===== src/design/lbp_pkg.sv =====
// ----------------------------------------------------------------------------
// LED blink pattern player package
// Shared widths, command codes and word types for the pattern player.
// ----------------------------------------------------------------------------
`timescale 1ns / 1ps

package lbp_pkg;

    // Field widths of the command and result words.
    localparam int KIND_W        = 3;
    localparam int COUNT_W       = 16;
    localparam int ENTRY_INDEX_W = 3;
    localparam int DELAY_W       = 16;

    // Number of store positions that an entry index can address.
    localparam int ENTRY_SPAN = 2 ** ENTRY_INDEX_W;

    // Default depth of the pattern store.
    localparam int DEFAULT_PATTERN_DEPTH = 8;

    // Command codes carried in the kind field.
    typedef enum logic [KIND_W-1:0] {
        KIND_TICK    = 3'd0,
        KIND_PLAY    = 3'd1,
        KIND_RESTART = 3'd2,
        KIND_WRITE   = 3'd3,
        KIND_CLEAR   = 3'd4
    } kind_t;

    // One command word.
    typedef struct packed {
        logic [KIND_W-1:0]        kind;
        logic signed [COUNT_W-1:0] count;
        logic [ENTRY_INDEX_W-1:0] entry_index;
        logic [DELAY_W-1:0]       delay_ms;
    } cmd_t;

    // One result word.
    typedef struct packed {
        logic led_on;
        logic active;
    } rsp_t;

endpackage


===== src/design/lbp_cmd_if.sv =====
// ----------------------------------------------------------------------------
// Command channel
// Valid/ready channel that carries one command word to the pattern player.
// ----------------------------------------------------------------------------
`timescale 1ns / 1ps

interface lbp_cmd_if;

    logic                                 valid;
    logic                                 ready;
    logic [lbp_pkg::KIND_W-1:0]           kind;
    logic signed [lbp_pkg::COUNT_W-1:0]   count;
    logic [lbp_pkg::ENTRY_INDEX_W-1:0]    entry_index;
    logic [lbp_pkg::DELAY_W-1:0]          delay_ms;

    modport source (output valid, output kind, output count, output entry_index,
                    output delay_ms, input ready);
    modport sink   (input valid, input kind, input count, input entry_index,
                    input delay_ms, output ready);

endinterface


===== src/design/lbp_rsp_if.sv =====
// ----------------------------------------------------------------------------
// Result channel
// Valid/ready channel that carries one result word from the pattern player.
// ----------------------------------------------------------------------------
`timescale 1ns / 1ps

interface lbp_rsp_if;

    logic valid;
    logic ready;
    logic led_on;
    logic active;

    modport source (output valid, output led_on, output active, input ready);
    modport sink   (input valid, input led_on, input active, output ready);

endinterface


===== src/design/lbp_core.sv =====
// ----------------------------------------------------------------------------
// Pattern player core
// Holds the pattern store and the playback state, and applies one command
// word per step. The result word reflects the state after that command.
// ----------------------------------------------------------------------------
`timescale 1ns / 1ps

module lbp_core #(
    parameter int PATTERN_DEPTH = lbp_pkg::DEFAULT_PATTERN_DEPTH
) (
    input  logic          clk,
    input  logic          rst_n,
    input  logic          step,
    input  lbp_pkg::cmd_t cmd,
    output lbp_pkg::rsp_t rsp
);

    import lbp_pkg::*;

    // Only the positions that an entry index reaches can ever be written.
    localparam int STORE_DEPTH = (PATTERN_DEPTH < ENTRY_SPAN) ? PATTERN_DEPTH : ENTRY_SPAN;
    localparam int IDX_W       = $clog2(STORE_DEPTH);
    localparam int POS_W       = $clog2(PATTERN_DEPTH + 1);

    logic [DELAY_W-1:0]        pattern_store_reg [STORE_DEPTH];
    logic                      present_reg, present_next;
    logic [POS_W-1:0]          position_reg, position_next;
    logic signed [COUNT_W-1:0] passes_reg, passes_next;
    logic [DELAY_W-1:0]        wait_reg, wait_next;
    logic                      light_reg, light_next;
    logic                      store_we;
    logic                      index_ok;

    assign index_ok = (32'(cmd.entry_index) < 32'(PATTERN_DEPTH));

    // Command decode followed by the playback update.
    always_comb
    begin
        logic signed [COUNT_W-1:0] p;
        logic [DELAY_W-1:0]        w;
        logic [DELAY_W-1:0]        r;
        logic [POS_W-1:0]          pos;
        logic                      lt;
        logic                      fire;

        p            = passes_reg;
        w            = wait_reg;
        pos          = position_reg;
        lt           = light_reg;
        r            = '0;
        fire         = 1'b0;
        store_we     = 1'b0;
        present_next = present_reg;

        if (step)
        begin
            case (kind_t'(cmd.kind))
                KIND_TICK:
                begin
                    if (w != '0)
                    begin
                        w = w - DELAY_W'(1);
                    end
                    fire = 1'b1;
                end
                KIND_PLAY:
                begin
                    if (present_reg)
                    begin
                        if (p == '0)
                        begin
                            w = '0;
                        end
                        p    = cmd.count;
                        fire = 1'b1;
                    end
                end
                KIND_RESTART:
                begin
                    pos  = '0;
                    w    = '0;
                    lt   = 1'b0;
                    p    = present_reg ? cmd.count : '0;
                    fire = 1'b1;
                end
                KIND_WRITE:
                begin
                    if (index_ok)
                    begin
                        store_we     = 1'b1;
                        present_next = 1'b1;
                    end
                end
                KIND_CLEAR:
                begin
                    present_next = 1'b0;
                    p            = '0;
                    pos          = '0;
                    w            = '0;
                    lt           = 1'b0;
                end
                default:
                begin
                end
            endcase
        end

        // While passes remain and the wait has run out, fetch the next delay and toggle the LED.
        // A zero entry ends the pass: the position wraps and, with passes left, the LED restarts on.
        if (fire)
        begin
            if (p != '0)
            begin
                if (w == '0)
                begin
                    r   = (pos < POS_W'(STORE_DEPTH)) ? pattern_store_reg[pos[IDX_W-1:0]] : '0;
                    pos = pos + POS_W'(1);
                    if (r == '0)
                    begin
                        lt  = 1'b0;
                        pos = '0;
                        if (p > 0)
                        begin
                            p = p - COUNT_W'(1);
                        end
                        if (p != '0)
                        begin
                            r   = pattern_store_reg[0];
                            pos = POS_W'(1);
                            if (r == '0)
                            begin
                                pos = '0;
                                p   = '0;
                            end
                        end
                    end
                    lt = (r != '0) ? !lt : 1'b0;
                    w  = r;
                end
            end
            else
            begin
                lt = 1'b0;
            end
        end

        passes_next   = p;
        wait_next     = w;
        position_next = pos;
        light_next    = lt;
    end

    // Playback state.
    always_ff @(posedge clk or negedge rst_n)
    begin
        if (!rst_n)
        begin
            present_reg  <= 1'b0;
            position_reg <= '0;
            passes_reg   <= '0;
            wait_reg     <= '0;
            light_reg    <= 1'b0;
        end
        else
        begin
            present_reg  <= present_next;
            position_reg <= position_next;
            passes_reg   <= passes_next;
            wait_reg     <= wait_next;
            light_reg    <= light_next;
        end
    end

    // Pattern store; its contents are meaningless until written.
    always_ff @(posedge clk)
    begin
        if (store_we)
        begin
            pattern_store_reg[cmd.entry_index[IDX_W-1:0]] <= cmd.delay_ms;
        end
    end

    assign rsp.led_on = light_next;
    assign rsp.active = (passes_next != '0);

endmodule


===== src/design/led_blink_pattern_player.sv =====
// ----------------------------------------------------------------------------
// LED blink pattern player
// Plays a stored pattern of tick delays on one LED. Every command word
// (tick, play, restart, entry write, pattern clear) yields exactly one result
// word giving the LED level and whether a play count is still running. The
// block takes one command word per clock cycle for as long as results are
// taken; a result passes through the command register and then the result
// register after its command is accepted. The whole update of a command,
// including the pattern store read at the current position, is done
// combinationally between those two registers, and the result register
// lets a new command in while a finished result still waits.
// ----------------------------------------------------------------------------
`timescale 1ns / 1ps

module led_blink_pattern_player #(
    parameter int PATTERN_DEPTH = lbp_pkg::DEFAULT_PATTERN_DEPTH
) (
    input  logic         clk,
    input  logic         rst_n,
    lbp_cmd_if.sink      cmd,
    lbp_rsp_if.source    rsp
);

    import lbp_pkg::*;

    cmd_t cmd_reg;
    logic in_valid_reg;
    rsp_t rsp_reg;
    rsp_t core_rsp;
    logic out_valid_reg;
    logic advance;
    logic step;

    // The result register moves on when empty or when its word is taken.
    assign advance   = !out_valid_reg || rsp.ready;
    assign cmd.ready = !in_valid_reg || advance;
    assign step      = in_valid_reg && advance;

    // Handshake state of both stages.
    always_ff @(posedge clk or negedge rst_n)
    begin
        if (!rst_n)
        begin
            in_valid_reg  <= 1'b0;
            out_valid_reg <= 1'b0;
        end
        else
        begin
            if (cmd.valid && cmd.ready)
            begin
                in_valid_reg <= 1'b1;
            end
            else if (advance)
            begin
                in_valid_reg <= 1'b0;
            end
            if (advance)
            begin
                out_valid_reg <= step;
            end
        end
    end

    // Command and result words.
    always_ff @(posedge clk)
    begin
        if (cmd.valid && cmd.ready)
        begin
            cmd_reg.kind        <= cmd.kind;
            cmd_reg.count       <= cmd.count;
            cmd_reg.entry_index <= cmd.entry_index;
            cmd_reg.delay_ms    <= cmd.delay_ms;
        end
        if (step)
        begin
            rsp_reg <= core_rsp;
        end
    end

    lbp_core #(
        .PATTERN_DEPTH(PATTERN_DEPTH)
    ) u_core (
        .clk   (clk),
        .rst_n (rst_n),
        .step  (step),
        .cmd   (cmd_reg),
        .rsp   (core_rsp)
    );

    assign rsp.valid  = out_valid_reg;
    assign rsp.led_on = rsp_reg.led_on;
    assign rsp.active = rsp_reg.active;

endmodule


===== src/flat_wrapper.sv =====
// flat-port wrapper written by rule: the top's interface ports become plain ports
module led_blink_pattern_player_flat import lbp_pkg::*;
#(
    parameter int PATTERN_DEPTH = lbp_pkg::DEFAULT_PATTERN_DEPTH
)
  (clk, rst_n, cmd_valid, cmd_kind, cmd_count, cmd_entry_index, cmd_delay_ms, cmd_ready, rsp_valid, rsp_led_on, rsp_active, rsp_ready);
  lbp_cmd_if cmd_i ();
  lbp_rsp_if rsp_i ();
  input  logic clk;
  input  logic rst_n;
  input wire logic [$bits(cmd_i.valid)-1:0] cmd_valid;
  input wire logic [$bits(cmd_i.kind)-1:0] cmd_kind;
  input wire logic [$bits(cmd_i.count)-1:0] cmd_count;
  input wire logic [$bits(cmd_i.entry_index)-1:0] cmd_entry_index;
  input wire logic [$bits(cmd_i.delay_ms)-1:0] cmd_delay_ms;
  output wire logic [$bits(cmd_i.ready)-1:0] cmd_ready;
  output wire logic [$bits(rsp_i.valid)-1:0] rsp_valid;
  output wire logic [$bits(rsp_i.led_on)-1:0] rsp_led_on;
  output wire logic [$bits(rsp_i.active)-1:0] rsp_active;
  input wire logic [$bits(rsp_i.ready)-1:0] rsp_ready;
  assign cmd_i.valid = cmd_valid;
  assign cmd_i.kind = cmd_kind;
  assign cmd_i.count = cmd_count;
  assign cmd_i.entry_index = cmd_entry_index;
  assign cmd_i.delay_ms = cmd_delay_ms;
  assign cmd_ready = cmd_i.ready;
  assign rsp_valid = rsp_i.valid;
  assign rsp_led_on = rsp_i.led_on;
  assign rsp_active = rsp_i.active;
  assign rsp_i.ready = rsp_ready;
  led_blink_pattern_player #(.PATTERN_DEPTH(PATTERN_DEPTH)) u_core (.clk(clk), .rst_n(rst_n), .cmd(cmd_i), .rsp(rsp_i));
endmodule

===== config.mk =====
export PLATFORM = sky130hd
export DESIGN_NAME = led_blink_pattern_player_flat
export DESIGN_NICKNAME = d
export VERILOG_FILES = /design/src/design/lbp_pkg.sv /design/src/design/lbp_cmd_if.sv /design/src/design/lbp_rsp_if.sv /design/src/design/lbp_core.sv /design/src/design/led_blink_pattern_player.sv /design/src/flat_wrapper.sv
export SDC_FILE = /design/constraint.sdc
export NUM_CORES = 1
export LEC_CHECK = 0
export BUFFER_PORTS_ARGS = -buffer_cell sky130_fd_sc_hd__buf_2
export CAP_MARGIN = 15
export CORE_UTILIZATION = 66
export CTS_CLUSTER_DIAMETER = 40
export CTS_CLUSTER_SIZE = 14
export DETAILED_ROUTE_END_ITERATION = 10
export GPL_TIMING_DRIVEN = 0
export PLACE_DENSITY_LB_ADDON = 0.2
export SLEW_MARGIN = 20
export SYNTH_ARGS = -nofsm -noshare
export SYNTH_HDL_FRONTEND = slang
export SYNTH_SLANG_ARGS = --single-unit

===== constraint.sdc =====
create_clock -name clk -period 10.25 [get_ports clk]
set_input_delay 2.05 -clock clk [delete_from_list [all_inputs] [get_ports clk]]
set_output_delay 2.05 -clock clk [all_outputs]
set_load 0.1 [all_outputs]

==> results.yml <==
run_status:
  status: "complete, but fails checks"
  violations: "design-rule violations"
placement:
  portBuffers: 45
  dpl.hpwl_um: 20800
  place_congestion: 0.971
timing:
  timing.final.crit_share_pct: 68.8
  finalHoldViolations: 0
  fmax_mhz: 142
  tns_ps: 0
  setup_viol: 0
  hold_slack_ps: 580
  worstMarginPinSlew_ps: 1040
  maxSlewHeadroom_pct: 30.8
  rsz0062_at_grt: "false"
  fin_crit_ps: 7050
  slew_violations: 0
  skew_ps: 20.9
logic_synthesis:
  synthAdderAreaFrac_pct: 0.495
  ys_warn_count: 0
  synth_mux_area_share_pct: 5.73
  synth-xor-area-share_pct: 0.594
  syn_area_um2: 10100
  syn_inst: 791
  ys_ff_latch: 208
  yosysSeqAreaShare_pct: 59.8
  ys_types: 91
  synth_compound_area_share_pct: 18.1
  ys.flop_type: "edfxtp_1"
  async_reset_ff_share_pct: 19.2
  synthSimpleGateAreaFrac_pct: 13.1
  synth_edf_count: 168
  synth_top_family_by_area: "compound AO/OA/AOI/OAI gates"
  synth_nets: 837
  synth.avg_cell_area_um2: 12.8
clocking:
  cts_max_level: 1
  post_cts_resized: 0
  numCtsBuffers: 28
  clock-sinks: 208
  cts_tree: "yes"
  max-clock-path-buffers: 3
  ctsHoldBuffers: 0
  cts.clk_slew.worst_paths_ps: 50
  insertion_delay_ps: 560
  root_buffer: "clkbuf_16"
  post_cts_buffers: 0
finish:
  ff_latch_area_um2: 6050
  largest_reg_flops: 128
  drive_above_1_share_pct: 19.2
  fin_nets: 921
  antenna_cells: 0
  multi_input_area_um2: 3870
  fillCellCount: 809
  synthToLayoutAreaGrowth_pct: 15.8
min_path:
  hold_path_class: "register to register"
  whs_path_depth: 2
routing:
  firstDrtPassIters: 11
  viasPerCell: 7.92
  wl_um: 32800
  ant_nets: 0
  wl_per_cell_um: 30.3
  drtIter0Drc: 1420
  vias: 8565
  drc: 16
floorplan:
  io_pins: 46
  die_w_um: 126
  coreArea_um2: 14800
  num_rows: 44
  die_h_um: 126
  start_util_pct: 68.5
  dieArea_um2: 15800
setup_path:
  worstPathRequired_ps: 10630
  path_max_fanout: 10
  max_stage_delay_ps: 900
  worstPathCellList: "buf_2 > nor2b_1 > buf_2 > nor4_4 > clkbuf_1 > clkbuf_1 > a22oi_1 > ha_1 > and2_1 > a31oi_4 > a21oi_1 > nor4_2 > a41oi_2 > a221oi_1 > o211ai_1"
  worstSetupEndpointType: "register"
  crit_type: "input port to register"
  cp-start-kind: "input port"
  slowest_stage: "a221oi_1"
  cp.arrival_ps: 7430
  worst-r2r-cell-count: 14
flow_run:
  drv_cap: 0
grt:
  grt.overflow.total: 0
  antenna_found_initial: 1
  grt_pass1_vias: 8209
  grt_use_total_pct: 42.0
  grt_max_degree: 41
  grt_pass1_wl_um: 49500
power_and_ir_drop:
  power_mw: 2.75
  powerDensity_nw_per_um2: 235
  peakVddDrop_v: 0.000193
  leakagePower_nw: 4.08
-- cells in the mapped netlist (5+ instances only) --
| cell type | n | area [um^2] |
|---|---|---|
| a21oi_1 | 43 | 215 |
| a221oi_1 | 9 | 78.8 |
| a22o_1 | 6 | 52.6 |
| a22oi_1 | 14 | 105 |
| a2bb2oi_1 | 13 | 114 |
| a31oi_1 | 10 | 62.6 |
| and2_1 | 7 | 43.8 |
| and3_1 | 6 | 37.5 |
| buf_2 | 10 | 50.1 |
| clkbuf_1 | 25 | 93.8 |
| dfrtp_1 | 40 | 1000 |
| edfxtp_1 | 168 | 5040 |
| inv_1 | 15 | 56.3 |
| mux2_2 | 7 | 78.8 |
| mux2i_1 | 14 | 140 |
| mux4_2 | 16 | 360 |
| nand2_1 | 36 | 135 |
| nand2b_1 | 10 | 62.6 |
| nand3_1 | 12 | 60.1 |
| nand4_1 | 10 | 62.6 |
| nor2_1 | 56 | 210 |
| nor2b_1 | 5 | 31.3 |
| nor3_1 | 27 | 135 |
| nor4_1 | 18 | 113 |
| o211ai_1 | 8 | 60.1 |
| o21ai_0 | 36 | 180 |
| o21ai_1 | 7 | 35.0 |
| o221ai_1 | 6 | 52.6 |
| o22ai_1 | 20 | 125 |
| o31a_1 | 6 | 52.6 |
| or2_2 | 6 | 37.5 |
| or3_1 | 11 | 68.8 |
| or4_1 | 6 | 45.0 |
-- power by group --
part | switching [mW] | leakage, nW | total [mW] | internal, mW
registers | 0.0715 | 2.05 | 1.04 | 0.971
clock network | 0.405 | 0.483 | 1.03 | 0.621
logic | 0.449 | 1.55 | 0.678 | 0.228
total | 0.926 | 4.08 | 2.75 | 1.82
-- worst max-delay path, delay by kind of cell --
family	cells	cell delay (ps)
buf+inv	4	1320
compound gates	6	2250
simple gates	4	1460
fa+ha+maj	1	330
-- final timing paths --
| kind | slack [ps] | end | from |
|---|---|---|---|
| min reg2reg | 580 | u_core.u_core.light_reg$_DFF_PN0_ | u_core.u_core.light_reg$_DFF_PN0_ |
| max in group asynchronous | 7980 | u_core.u_core.passes_reg[6]$_DFF_PN0_ | rst_n |
| min | 580 | u_core.u_core.light_reg$_DFF_PN0_ | u_core.u_core.light_reg$_DFF_PN0_ |
| max reg2reg | 4210 | u_core.u_core.wait_reg[6]$_DFF_PN0_ | u_core.cmd_reg[37]$_DFFE_PP_ |
| min in group asynchronous | 1660 | u_core.in_valid_reg$_DFFE_PN0P_ | rst_n |
| max | 3200 | u_core.u_core.wait_reg[6]$_DFF_PN0_ | rsp_ready |
-- cell usage in the layout, fill, tap and decap left out, drive strengths merged, types with 5 or more instances in the layout --
| master | Yosys | layout |
|---|---|---|
| and2 | 7 | 7 |
| nor2b | 5 | 5 |
| nor4 | 20 | 20 |
| o211ai | 8 | 8 |
| nand2 | 36 | 36 |
| mux2 | 7 | 7 |
| buf | 12 | 66 |
| clkinv | 1 | 11 |
| o31a | 6 | 6 |
| a2bb2oi | 14 | 14 |
| o2111ai | 5 | 5 |
| edfxtp | 168 | 168 |
| inv | 15 | 20 |
| nand2b | 10 | 10 |
| mux2i | 14 | 14 |
| a221oi | 11 | 11 |
| a21oi | 43 | 43 |
| o221ai | 6 | 6 |
| a41oi | 5 | 5 |
| or3 | 12 | 12 |
| a31oi | 11 | 11 |
| a22o | 6 | 6 |
| dfrtp | 40 | 40 |
| nand4 | 10 | 10 |
| nor3 | 28 | 28 |
| mux4 | 16 | 16 |
| or2 | 7 | 7 |
| a22oi | 14 | 14 |
| nand3 | 12 | 12 |
| o22ai | 20 | 20 |
| nor2 | 57 | 57 |
| and3 | 6 | 6 |
| o21ai | 43 | 43 |
| xnor2 | 5 | 5 |
| a211oi | 5 | 5 |
| clkbuf | 25 | 56 |
| or4 | 7 | 7 |
-- metrics by stage --
step / setup slack [ps] / instance area, um^2 / std cells / utilization [%]
after floorplan: 4530 / 10100 / 791 / -
after global placement: 2980 / 10600 / 1020 / 71.6
after detailed placement: 3030 / 10700 / 1028 / 72.5
after CTS: 3500 / 11700 / 1080 / 79.2
after global routing: 3120 / 11700 / 1081 / 79.3
final: 3200 / 11700 / 1081 / 79.3
-- logic make-up (layout without fill, tap and decap cells) --
group	count (synthesis)	after routing
mux	37	37
compound gates	244	244
fa+ha+maj	4	4
xor+xnor	6	6
flops	208	208
simple gates	239	239
buf+inv	53	159
-- cell type report --
class	count	share of cell area, %
flip-flops and latches	208	51.7
plain buffers	37	1.33
well taps	184	1.97
repair buffers	54	2.96
multi-input cells	530	33.1
clock buffers	31	6.17
clock inverters	21	2.29
inverters	16	0.513
-- per-layer routing --
metal | wire [um] | global-route usage [%] | part of all wire (%) | up-vias
met5 | 11 | 0 | 0.034 | -
met4 | 1990 | 21.3 | 6.1 | 2
met3 | 4530 | 10.4 | 14 | 203
met2 | 15200 | 67.0 | 46 | 926
met1 | 11100 | 54.3 | 34 | 4036
li1 | - | - | - | 3398
(Power assumes the default switching activity.)
